**src/sv/imc_pkg.sv**
```systemverilog
package imc_pkg;

  // Field widths of the pixel and coordinate payloads.
  localparam int CHANNEL_BITS = 8;
  localparam int COORD_BITS   = 12;

  // Widths of the configuration registers.
  localparam int MODE_BITS = 3;
  localparam int DIM_BITS  = 13;
  localparam int OFS_BITS  = 13;

  // Signed width that holds any coordinate, dimension or shifted coordinate.
  localparam int SUM_BITS = ((COORD_BITS > DIM_BITS) ? COORD_BITS : DIM_BITS) + 2;

  // Signed width of a raw channel result before saturation.
  localparam int RAW_BITS = 2 * CHANNEL_BITS + 2;

  // Combine modes.
  localparam logic [MODE_BITS-1:0] MODE_MASK     = 3'd0;
  localparam logic [MODE_BITS-1:0] MODE_INV_MASK = 3'd1;
  localparam logic [MODE_BITS-1:0] MODE_ADD      = 3'd2;
  localparam logic [MODE_BITS-1:0] MODE_SUB      = 3'd3;
  localparam logic [MODE_BITS-1:0] MODE_MUL      = 3'd4;

  // Register indexes on the configuration port.
  localparam int REG_IDX_BITS = 3;
  localparam logic [REG_IDX_BITS-1:0] REG_COMBINE_MODE = 3'd0;
  localparam logic [REG_IDX_BITS-1:0] REG_COLOR_MODE   = 3'd1;
  localparam logic [REG_IDX_BITS-1:0] REG_DEST_WIDTH   = 3'd2;
  localparam logic [REG_IDX_BITS-1:0] REG_DEST_HEIGHT  = 3'd3;
  localparam logic [REG_IDX_BITS-1:0] REG_MASK_WIDTH   = 3'd4;
  localparam logic [REG_IDX_BITS-1:0] REG_MASK_HEIGHT  = 3'd5;
  localparam logic [REG_IDX_BITS-1:0] REG_X_OFFSET     = 3'd6;
  localparam logic [REG_IDX_BITS-1:0] REG_Y_OFFSET     = 3'd7;

  localparam int ADDR_BITS = REG_IDX_BITS + 2;

  // Reset value of the size registers.
  localparam logic [DIM_BITS-1:0] DIM_RESET = 13'd4096;

  // One input transaction: mask pixel position, destination and mask pixels.
  typedef struct packed {
    logic [COORD_BITS-1:0]   column;
    logic [COORD_BITS-1:0]   row;
    logic [CHANNEL_BITS-1:0] dest_red;
    logic [CHANNEL_BITS-1:0] dest_green;
    logic [CHANNEL_BITS-1:0] dest_blue;
    logic [CHANNEL_BITS-1:0] mask_red;
    logic [CHANNEL_BITS-1:0] mask_green;
    logic [CHANNEL_BITS-1:0] mask_blue;
  } pix_in_t;

  // One result transaction: write flag, destination position and new pixel.
  typedef struct packed {
    logic                    write_enable;
    logic [COORD_BITS-1:0]   dest_column;
    logic [COORD_BITS-1:0]   dest_row;
    logic [CHANNEL_BITS-1:0] out_red;
    logic [CHANNEL_BITS-1:0] out_green;
    logic [CHANNEL_BITS-1:0] out_blue;
  } pix_out_t;

endpackage

```
**src/sv/image_mask_combine.sv**
```systemverilog
// Channel   Ports                                          Transfer
// input     start, busy, pixel_in                          start high while busy low
// result    result_valid, result                           one-cycle strobe, no back-pressure
// config    psel, penable, pwrite, paddr, pwdata,          APB write, pready always high
//           prdata, pready
//
// The result strobe of a transaction is registered through the stages below, and a new
// transaction may be accepted every cycle: busy is never raised.
// There are three register stages: offset add and size checks with the raw
// channel arithmetic, then the shifted-position checks with the channel clamp, then
// the output register. Synchronous reset clears the valid bits and the config registers.
// The receiver cannot stall, so a result is presented for exactly one cycle.
module image_mask_combine (
  input  logic                           clk,
  input  logic                           rst,
  input  logic                           start,
  output logic                           busy,
  input  imc_pkg::pix_in_t               pixel_in,
  output logic                           result_valid,
  output imc_pkg::pix_out_t              result,
  input  logic                           psel,
  input  logic                           penable,
  input  logic                           pwrite,
  input  logic [imc_pkg::ADDR_BITS-1:0]  paddr,
  input  logic [31:0]                    pwdata,
  output logic [31:0]                    prdata,
  output logic                           pready
);
  import imc_pkg::*;

  // Configuration registers.
  logic [MODE_BITS-1:0] combine_mode;
  logic                 color_mode;
  logic [DIM_BITS-1:0]  dest_width;
  logic [DIM_BITS-1:0]  dest_height;
  logic [DIM_BITS-1:0]  mask_width;
  logic [DIM_BITS-1:0]  mask_height;
  logic [OFS_BITS-1:0]  x_offset;
  logic [OFS_BITS-1:0]  y_offset;

  logic                    cfg_write;
  logic [REG_IDX_BITS-1:0] reg_idx;

  assign pready    = 1'b1;
  assign busy      = 1'b0;
  assign cfg_write = psel && penable && pwrite;
  assign reg_idx   = paddr[ADDR_BITS-1:2];

  // Register writes.
  always_ff @(posedge clk) begin
    if (rst) begin
      combine_mode <= MODE_MASK;
      color_mode   <= 1'b0;
      dest_width   <= DIM_RESET;
      dest_height  <= DIM_RESET;
      mask_width   <= DIM_RESET;
      mask_height  <= DIM_RESET;
      x_offset     <= '0;
      y_offset     <= '0;
    end else if (cfg_write) begin
      case (reg_idx)
        REG_COMBINE_MODE: combine_mode <= pwdata[MODE_BITS-1:0];
        REG_COLOR_MODE:   color_mode   <= pwdata[0];
        REG_DEST_WIDTH:   dest_width   <= pwdata[DIM_BITS-1:0];
        REG_DEST_HEIGHT:  dest_height  <= pwdata[DIM_BITS-1:0];
        REG_MASK_WIDTH:   mask_width   <= pwdata[DIM_BITS-1:0];
        REG_MASK_HEIGHT:  mask_height  <= pwdata[DIM_BITS-1:0];
        REG_X_OFFSET:     x_offset     <= pwdata[OFS_BITS-1:0];
        REG_Y_OFFSET:     y_offset     <= pwdata[OFS_BITS-1:0];
        default:          ;
      endcase
    end
  end

  // Register readback.
  always_comb begin
    case (reg_idx)
      REG_COMBINE_MODE: prdata = 32'(combine_mode);
      REG_COLOR_MODE:   prdata = 32'(color_mode);
      REG_DEST_WIDTH:   prdata = 32'(dest_width);
      REG_DEST_HEIGHT:  prdata = 32'(dest_height);
      REG_MASK_WIDTH:   prdata = 32'(mask_width);
      REG_MASK_HEIGHT:  prdata = 32'(mask_height);
      REG_X_OFFSET:     prdata = 32'(x_offset);
      REG_Y_OFFSET:     prdata = 32'(y_offset);
      default:          prdata = '0;
    endcase
  end

  // Signed views of the coordinates, sizes and offsets.
  logic signed [SUM_BITS-1:0] col_s;
  logic signed [SUM_BITS-1:0] row_s;
  logic signed [SUM_BITS-1:0] dw_s;
  logic signed [SUM_BITS-1:0] dh_s;
  logic signed [SUM_BITS-1:0] mw_s;
  logic signed [SUM_BITS-1:0] mh_s;
  logic signed [SUM_BITS-1:0] xo_s;
  logic signed [SUM_BITS-1:0] yo_s;

  assign col_s = $signed(SUM_BITS'(pixel_in.column));
  assign row_s = $signed(SUM_BITS'(pixel_in.row));
  assign dw_s  = $signed(SUM_BITS'(dest_width));
  assign dh_s  = $signed(SUM_BITS'(dest_height));
  assign mw_s  = $signed(SUM_BITS'(mask_width));
  assign mh_s  = $signed(SUM_BITS'(mask_height));
  assign xo_s  = SUM_BITS'($signed(x_offset));
  assign yo_s  = SUM_BITS'($signed(y_offset));

  // Stage one: shift the position and check it against both image sizes.
  logic                       v1;
  logic                       ok1;
  logic signed [SUM_BITS-1:0] dc1;
  logic signed [SUM_BITS-1:0] dr1;

  always_ff @(posedge clk) begin
    if (rst) begin
      v1 <= 1'b0;
    end else begin
      v1 <= start && !busy;
    end
  end

  always_ff @(posedge clk) begin
    ok1 <= (col_s < dw_s) && (row_s < dh_s) && (col_s < mw_s) && (row_s < mh_s);
    dc1 <= col_s + xo_s;
    dr1 <= row_s + yo_s;
  end

  // Stage two: the shifted position must be non-negative, fit the coordinate
  // width and lie inside the destination.
  logic                  v2;
  logic                  ok2;
  logic [COORD_BITS-1:0] dc2;
  logic [COORD_BITS-1:0] dr2;

  always_ff @(posedge clk) begin
    if (rst) begin
      v2 <= 1'b0;
    end else begin
      v2 <= v1;
    end
  end

  always_ff @(posedge clk) begin
    ok2 <= ok1
        && (dc1[SUM_BITS-1:COORD_BITS] == '0) && (dr1[SUM_BITS-1:COORD_BITS] == '0)
        && (dc1 < dw_s) && (dr1 < dh_s);
    dc2 <= dc1[COORD_BITS-1:0];
    dr2 <= dr1[COORD_BITS-1:0];
  end

  // Channel units; green and blue pass through in gray mode.
  logic [CHANNEL_BITS-1:0] sat_red;
  logic [CHANNEL_BITS-1:0] sat_green;
  logic [CHANNEL_BITS-1:0] sat_blue;

  imc_chan u_chan_red (
    .clk    (clk),
    .mode   (combine_mode),
    .bypass (1'b0),
    .d      (pixel_in.dest_red),
    .m      (pixel_in.mask_red),
    .sat    (sat_red)
  );

  imc_chan u_chan_green (
    .clk    (clk),
    .mode   (combine_mode),
    .bypass (!color_mode),
    .d      (pixel_in.dest_green),
    .m      (pixel_in.mask_green),
    .sat    (sat_green)
  );

  imc_chan u_chan_blue (
    .clk    (clk),
    .mode   (combine_mode),
    .bypass (!color_mode),
    .d      (pixel_in.dest_blue),
    .m      (pixel_in.mask_blue),
    .sat    (sat_blue)
  );

  // Stage three: output register; an invalid position gives an all-zero result.
  always_ff @(posedge clk) begin
    if (rst) begin
      result_valid <= 1'b0;
    end else begin
      result_valid <= v2;
    end
  end

  always_ff @(posedge clk) begin
    result.write_enable <= ok2;
    result.dest_column  <= ok2 ? dc2 : '0;
    result.dest_row     <= ok2 ? dr2 : '0;
    result.out_red      <= ok2 ? sat_red : '0;
    result.out_green    <= ok2 ? sat_green : '0;
    result.out_blue     <= ok2 ? sat_blue : '0;
  end

endmodule

```
**src/sv/imc_chan.sv**
```systemverilog
module imc_chan (
  input  logic                                clk,
  input  logic [imc_pkg::MODE_BITS-1:0]       mode,
  input  logic                                bypass,
  input  logic [imc_pkg::CHANNEL_BITS-1:0]    d,
  input  logic [imc_pkg::CHANNEL_BITS-1:0]    m,
  output logic [imc_pkg::CHANNEL_BITS-1:0]    sat
);
  import imc_pkg::*;

  localparam logic signed [RAW_BITS-1:0] CH_MAX =
    $signed(RAW_BITS'((1 << CHANNEL_BITS) - 1));

  logic signed [RAW_BITS-1:0] raw_next;
  logic signed [RAW_BITS-1:0] raw;
  logic signed [RAW_BITS-1:0] d_ext;
  logic signed [RAW_BITS-1:0] m_ext;

  assign d_ext = $signed(RAW_BITS'(d));
  assign m_ext = $signed(RAW_BITS'(m));

  // First stage: apply the combine mode, or pass d through when bypassed, without any clamping.
  always_comb begin
    if (bypass) begin
      raw_next = d_ext;
    end else begin
      case (mode)
        MODE_MASK:     raw_next = (m == '0) ? '0 : d_ext;
        MODE_INV_MASK: raw_next = (m != '0) ? '0 : d_ext;
        MODE_ADD:      raw_next = d_ext + m_ext;
        MODE_SUB:      raw_next = d_ext - m_ext;
        MODE_MUL:      raw_next = d_ext * m_ext;
        default:       raw_next = d_ext;
      endcase
    end
  end

  always_ff @(posedge clk) begin
    raw <= raw_next;
  end

  // Second stage: clamp into the channel range.
  always_ff @(posedge clk) begin
    if (raw < 0) begin
      sat <= '0;
    end else if (raw > CH_MAX) begin
      sat <= CH_MAX[CHANNEL_BITS-1:0];
    end else begin
      sat <= raw[CHANNEL_BITS-1:0];
    end
  end

endmodule

```
**config.mk**
```make
export PLATFORM = sky130hd
export DESIGN_NAME = image_mask_combine
export DESIGN_NICKNAME = d
export VERILOG_FILES = /design/src/sv/imc_pkg.sv /design/src/sv/image_mask_combine.sv /design/src/sv/imc_chan.sv
export SDC_FILE = /design/constraint.sdc
export NUM_CORES = 1
export LEC_CHECK = 0
export ABC_AREA = 1
export ABC_CLOCK_PERIOD_IN_PS = 9500
export BUFFER_PORTS_ARGS = -buffer_cell sky130_fd_sc_hd__buf_2
export CORE_ASPECT_RATIO = 0.5
export CORE_MARGIN = 2
export CORE_UTILIZATION = 35
export CTS_BUF_LIST = sky130_fd_sc_hd__clkbuf_8
export DETAILED_ROUTE_END_ITERATION = 6
export GPL_TIMING_DRIVEN = 0
export PLACE_DENSITY_LB_ADDON = 0.25
export SLEW_MARGIN = 20
export SYNTH_ARGS = -nofsm -noshare
export SYNTH_HDL_FRONTEND = slang
export SYNTH_SLANG_ARGS = --single-unit
```
**constraint.sdc**
```tcl
create_clock -name clk -period 9.5 [get_ports clk]
set_input_delay 1.9 -clock clk [delete_from_list [all_inputs] [get_ports clk]]
set_output_delay 1.9 -clock clk [all_outputs]
set_load 0.02 [all_outputs]
```
; ---- Word level (Yosys, flattened, before mapping)
; Index checks and enable logic that the tools add are counted.
[totals]
reg_bits = 266
wordCells = 107
out_inout_bits = 84
inputBits = 115
[classes]
order_cmp = 12
muxes = 15
n_mul = 3
addsub = 8
reduce_logical = 27
eq_ne = 11
[op_table]
columns = cell, count
row1 = $pmux W18 S5, 3
row2 = $pmux W32 S8, 1
row3 = $mux W8, 11
row4 = $gt A18 B9 Y1 const B, 3
row5 = $lt A18 B1 Y1 const B, 3
row6 = $lt A12 B13 Y1, 4
row7 = $mul A8 B8 Y16, 3
row8 = $add A13 B13 Y14, 2
row9 = $lt A14 B14 Y1, 2
row10 = $add A8 B8 Y9, 3
row11 = $sub A8 B8 Y9, 3
row12 = $logic_not A8 Y1, 3
row13 = $reduce_bool A8 Y1, 3
row14 = $reduce_and A2 Y1, 8
row15 = $eq A3 B3 Y1 const B, 5
row16 = $eq A3 B2 Y1 const B, 4
row17 = $logic_not A3 Y1, 4
row18 = $logic_and A1 B1 Y1, 9
row19 = $eq A3 B1 Y1 const B, 2

; ---- Depth between registers and ports, before layout
[depth]
ltp_word = 5
ltp_mapped = 21
depth_no_buf = 20

; ---- Hierarchy
; A second synthesis with hierarchy kept.
[hier_totals]
hier_cells = 2989
area_unflattened_um2 = 21458.1
[modules_own_cells]
columns = mod, seq_area_each_um2, cells_per_inst, area_each_um2, instances
row1 = image_mask_combine, 3763.6, 1120, 8901.0, 1
row2 = imc_chan (u_chan_red), 500.5, 625, 4201.5, 1
row3 = imc_chan (u_chan_blue), 500.5, 622, 4192.8, 1
row4 = imc_chan (u_chan_green), 500.5, 622, 4162.7, 1

; ---- Worst setup path after synthesis
; OpenSTA, ideal clock, no wires.
[synth_path]
path_type = input-to-reg
start = input pixel_in[23] in the netlist's numbering
end = register u_chan_red.raw[14]
t_required_ns = 9.376
path_stages = 18
arrival_time_ns = 5.441
setup_ns = 0.124
setup_slack_ns = 3.934
n_path_buf = 1
path_cell_list = clkbuf_1 > nand2_1 > fa_1 > fa_1 > inv_1 > fa_1 > inv_1 > fa_1 > inv_1 > ha_1 > a21oi_1 > nor2_1 > nor2_1 > nand2_1 > nand2_1 > nand3_1 > nand3_1 > nand2_1
[synth_via]
elab_chain_cells = 2
elab_cells_between_ends = 3
classes_between = 1 x add/sub / 1 x mul / 1 x mux
[synth_lines]
columns = item, line_no
row1 = start: declaration, image_mask_combine.sv:18  ; input imc_pkg::pix_in_t pixel_in,
row2 = $mul A8 B8 Y16 / $sub A8 B8 Y9 (equally long branches), "imc_chan.sv:32, imc_chan.sv:31"
row3 = $pmux W18 S5 (*), imc_chan.sv:27  ; case (mode)
row4 = named net u_chan_red.raw_next[14], imc_chan.sv:14  ; logic signed [RAW_BITS-1:0] raw_next;
row5 = end signal: assignment, imc_chan.sv:39  ; raw <= raw_next;
row6 = end: declaration, imc_chan.sv:15  ; logic signed [RAW_BITS-1:0] raw;
; The timed path passes the listed nets; every way through them passes the cells marked *.
; A chain may end at the register's enable or synchronous reset.

; ---- Final worst setup path
[layout_path]
start = input pixel_in[41] in the netlist's numbering
end = register u_chan_red.raw[11]
; Same word-level chain as after synthesis.

==> impl_results.md <==
- Inserted Clock Buffers: 44
- Post-synthesis async set-or-reset flop share: 0%
- Post-route clock period utilization: between 50% and 60%
- Number of library cell types mapped by synthesis: between 40 and 50
- Final GP Congestion: ~0.9
- Placed Instance Area: roughly 0.022 sq mm
- Post-Synth Adder-Cell Area: around a quarter
- Worst-path clk slew: roughly 0.060 ns
- # Post-CTS Setup Buffers: 0
- Gate Count Post-Synth: a little under 3,000
- Clock root buffer: clkbuf_8
- Worst-case clock buffer depth: 3
- Tot Pwr: between 3 and 4 mW
- Core footprint: between 0.05 and 0.06 sq mm
- Number of H-tree levels: 2
- Die width: ~350 microns
- Setup violation total in the final timing report: 0
- Total track usage: approximately 19%
- CP startpoint: pixel_in[41]
- F_max: 0.179 GHz
- Tightest Pin Transition: 1.03 ns
- Die height: about 180 microns
- # IOs: approximately 200
- Initial antenna violation count: 3
- Critical path launch point type: input pin
- Warnings from Yosys: 0
- Number of max-cap violations: 0
- Status: finished with violations
- Nets@finish: approximately 3,600
- Vias in the first global route: about 18,000
- Synth Cell Area: 0.0206 sq mm
- Row cnt: a little over 60
- Grt met3 use: under 10%
- CTS-repair resized insts: 0
- Area Growth Syn to Fin: 13.1%
- Critical Path End Type: register
- Avg Cell Area, Syn: approximately 7 sq um
- R2r worst-path depth: 10
- 1st-iter DRT viols: between 1,000 and 1,500
- Met1 Usage GRT: 25.0%
- Pwr/cell area: 158 mW/mm^2
- Full die area: a little over 0.06 sq mm
- Crit path DAT: between 6 and 7 ns
- Placed cells: between 3,000 and 4,000
- Crit Reg-Reg Endpoint: u_chan_green.raw[7]
- Clock latency on the worst-skew pair: about 0.60 ns
- Vias: approximately 18,000
- Crit path to: u_chan_red.raw[11]
- Simple-gate share of the synthesized area: between 20% and 30%
- Endpoints failing hold: 0
- Pins Over Slew Limit: 0
- Total grt overflow: 0
- Number of synthesized flops with an enable pin: 0
- Routed WL: roughly 59,000 microns
- Largest family of logic cells by synthesized area: adder cells
- CTS Hold Bufs: 0
- Failing checks: DRC
- Post-DR vias/cell: 4.72
- Starting Density: roughly 36%
- Post-Synth XOR/XNOR Area: under 10%
- Remaining antenna violation count after routing: 0
- Setup CP Type: input pin to register
- Reg2reg setup slack: between 7 and 8 ns
- Max Clock Skew: 0.0227 ns
- CTS tree: yes
- Peak VDD IR: ~0.000070 V
- Post-DR wirelength/cell: between 15 and 20 microns
- Setup TNS: 0 ns
- Prevailing post-synth register cell: dfxtp_1
- Global-route wire length before repair: ~94,000 microns
- GR peak layer: met2
- Worst path required time: between 9 and 10 ns
- Fin cells: between 3,000 and 4,000
- DRC: 15
- Mux cell area share after synthesis: 0%
- CTS sink count: about 260
- Min-Delay Path Class: register to register
- Reg-to-reg critical path startpoint: combine_mode[0]
- Largest net degree at the start of global routing: 13
- GR Util met2: between 30% and 40%
- FF+latch count, synth: around 260
- Pleak: approximately 13 nW
- Drt pass-1 iters: 7
- Sequential area share after synthesis: between 20% and 30%
- DP HPWL: 48,300 microns
- Area fraction in compound gates after synthesis: approximately an eighth
- Ratio of cells with drive above 1 in the final layout: around 9.8%
- Port bufs: about 160
- Minimum clock period: between 5 and 6 ns
- RSZ-0062 raised after global routing: false
- Final Instance Area: around 0.023 sq mm
- Slew HR: 30.6%
- CP max FO: 8
cell families (layout without fill, tap and decap cells):
group	Yosys count	after routing
other	2	24
and+or+nand+nor	1043	1043
buffers and inverters	733	960
adders and majority gates	364	364
AOI/OAI and AO/OA	454	454
xor gates and xnor gates	28	28
DFF	263	263
sequential cells by signal, summed over array words and instances (netlist names), 13 cells and up:
name,count
dc1,14
u_chan_blue.raw,17
dest_width,13
result,49
y_offset,13
dest_height,13
mask_width,13
dr1,14
mask_height,13
u_chan_red.raw,17
u_chan_green.raw,17
x_offset,13
where the power goes:
part / switching, mW / internal, mW / total (mW) / leakage, nW
clock network: 0.482 / 0.552 / 1.03 / 0.479
registers: 0.0226 / 1.18 / 1.20 / 2.18
logic: 0.937 / 0.518 / 1.46 / 10.3
total: 1.44 / 2.25 / 3.69 / 12.9
worst max-delay path: stages:
cell and delay, ns:
buf_2 0.16, clkbuf_1 0.40, nand2_1 0.14, fa_1 0.51, fa_1 0.54, inv_1 0.06
fa_1 0.54, inv_1 0.06, fa_1 0.52, inv_1 0.04, ha_1 0.35, nand2_1 0.10
nor2_1 0.04, o21ai_0 0.12, nand2_1 0.15, or2_2 0.29, nand3_1 0.07, nand2_1 0.05
through the flow:
step / hold slack, ns / setup WS (ns) / util (%)
after floorplan: 0.331 / 3.93 / -
after global placement: 0.344 / 3.32 / 38.8
after detailed placement: 0.346 / 3.33 / 38.8
after CTS: 0.352 / 3.96 / 40.3
after global routing: 0.356 / 3.66 / 40.3
final: 0.352 / 3.91 / 40.3
worst min-delay path by stage:
stage	startpoint	endpoint	depth (start not counted)
detailed placement	dr1[10]	dr2[10]	0
global placement	dr1[9]	dr2[9]	0
CTS	dr1[10]	dr2[10]	0
global route	dr1[10]	dr2[10]	0
floorplan	dc1[0]	dc2[0]	0
finish	dr1[10]	dr2[10]	0
Yosys cell counts (all sizes together) (3+ instances only):
cell	count	area, sq um
o21bai	9	67.6
o22ai	13	81.3
buf	62	379
nand3	145	753
nor2	186	721
clkbuf	62	239
dfxtp	263	5270
ha	248	3100
a22oi	13	97.6
a22o	3	26.3
or2	3	18.8
nand3b	4	30.0
xnor2	15	131
o21a	8	60.1
nand4	41	257
o211ai	15	113
nor4	6	37.5
a211oi	6	45.0
inv	607	2280
nand2	639	2400
and2	3	18.8
xor2	13	114
o21ai	152	764
nor3	16	80.1
a21oi	227	1140
fa	116	2320
metal layers:
layer | vias up | part of all wire, % | routed length, microns
met5 | - | 0 | 0
met4 | 0 | 2.3 | 1350
met3 | 87 | 3.9 | 2320
met2 | 371 | 48 | 28600
met1 | 8540 | 46 | 27000
li1 | 9432 | - | -
layout by cell type (no fill, tap or decap), types with 116 or more instances in the layout:
cell,instances
o21ai_0,149
nand2_1,638
nand3_1,141
a21oi_1,227
nor2_1,183
buf_2,188
ha_1,248
fa_1,116
dfxtp_1,263
inv_1,606
cell type report:
class	instances	area (sq um)
Fill cell	6058	34500
Clock buffer	52	716
Multi-Input combinational cell	1910	12500
Clock inverter	20	164
Inverter	609	2290
Tap cell	768	961
Sequential cell	263	5270
Buffer	124	619
Antenna cell	3	7.51
Timing Repair Buffer	155	776
Power figures use the tool's default switching activity.
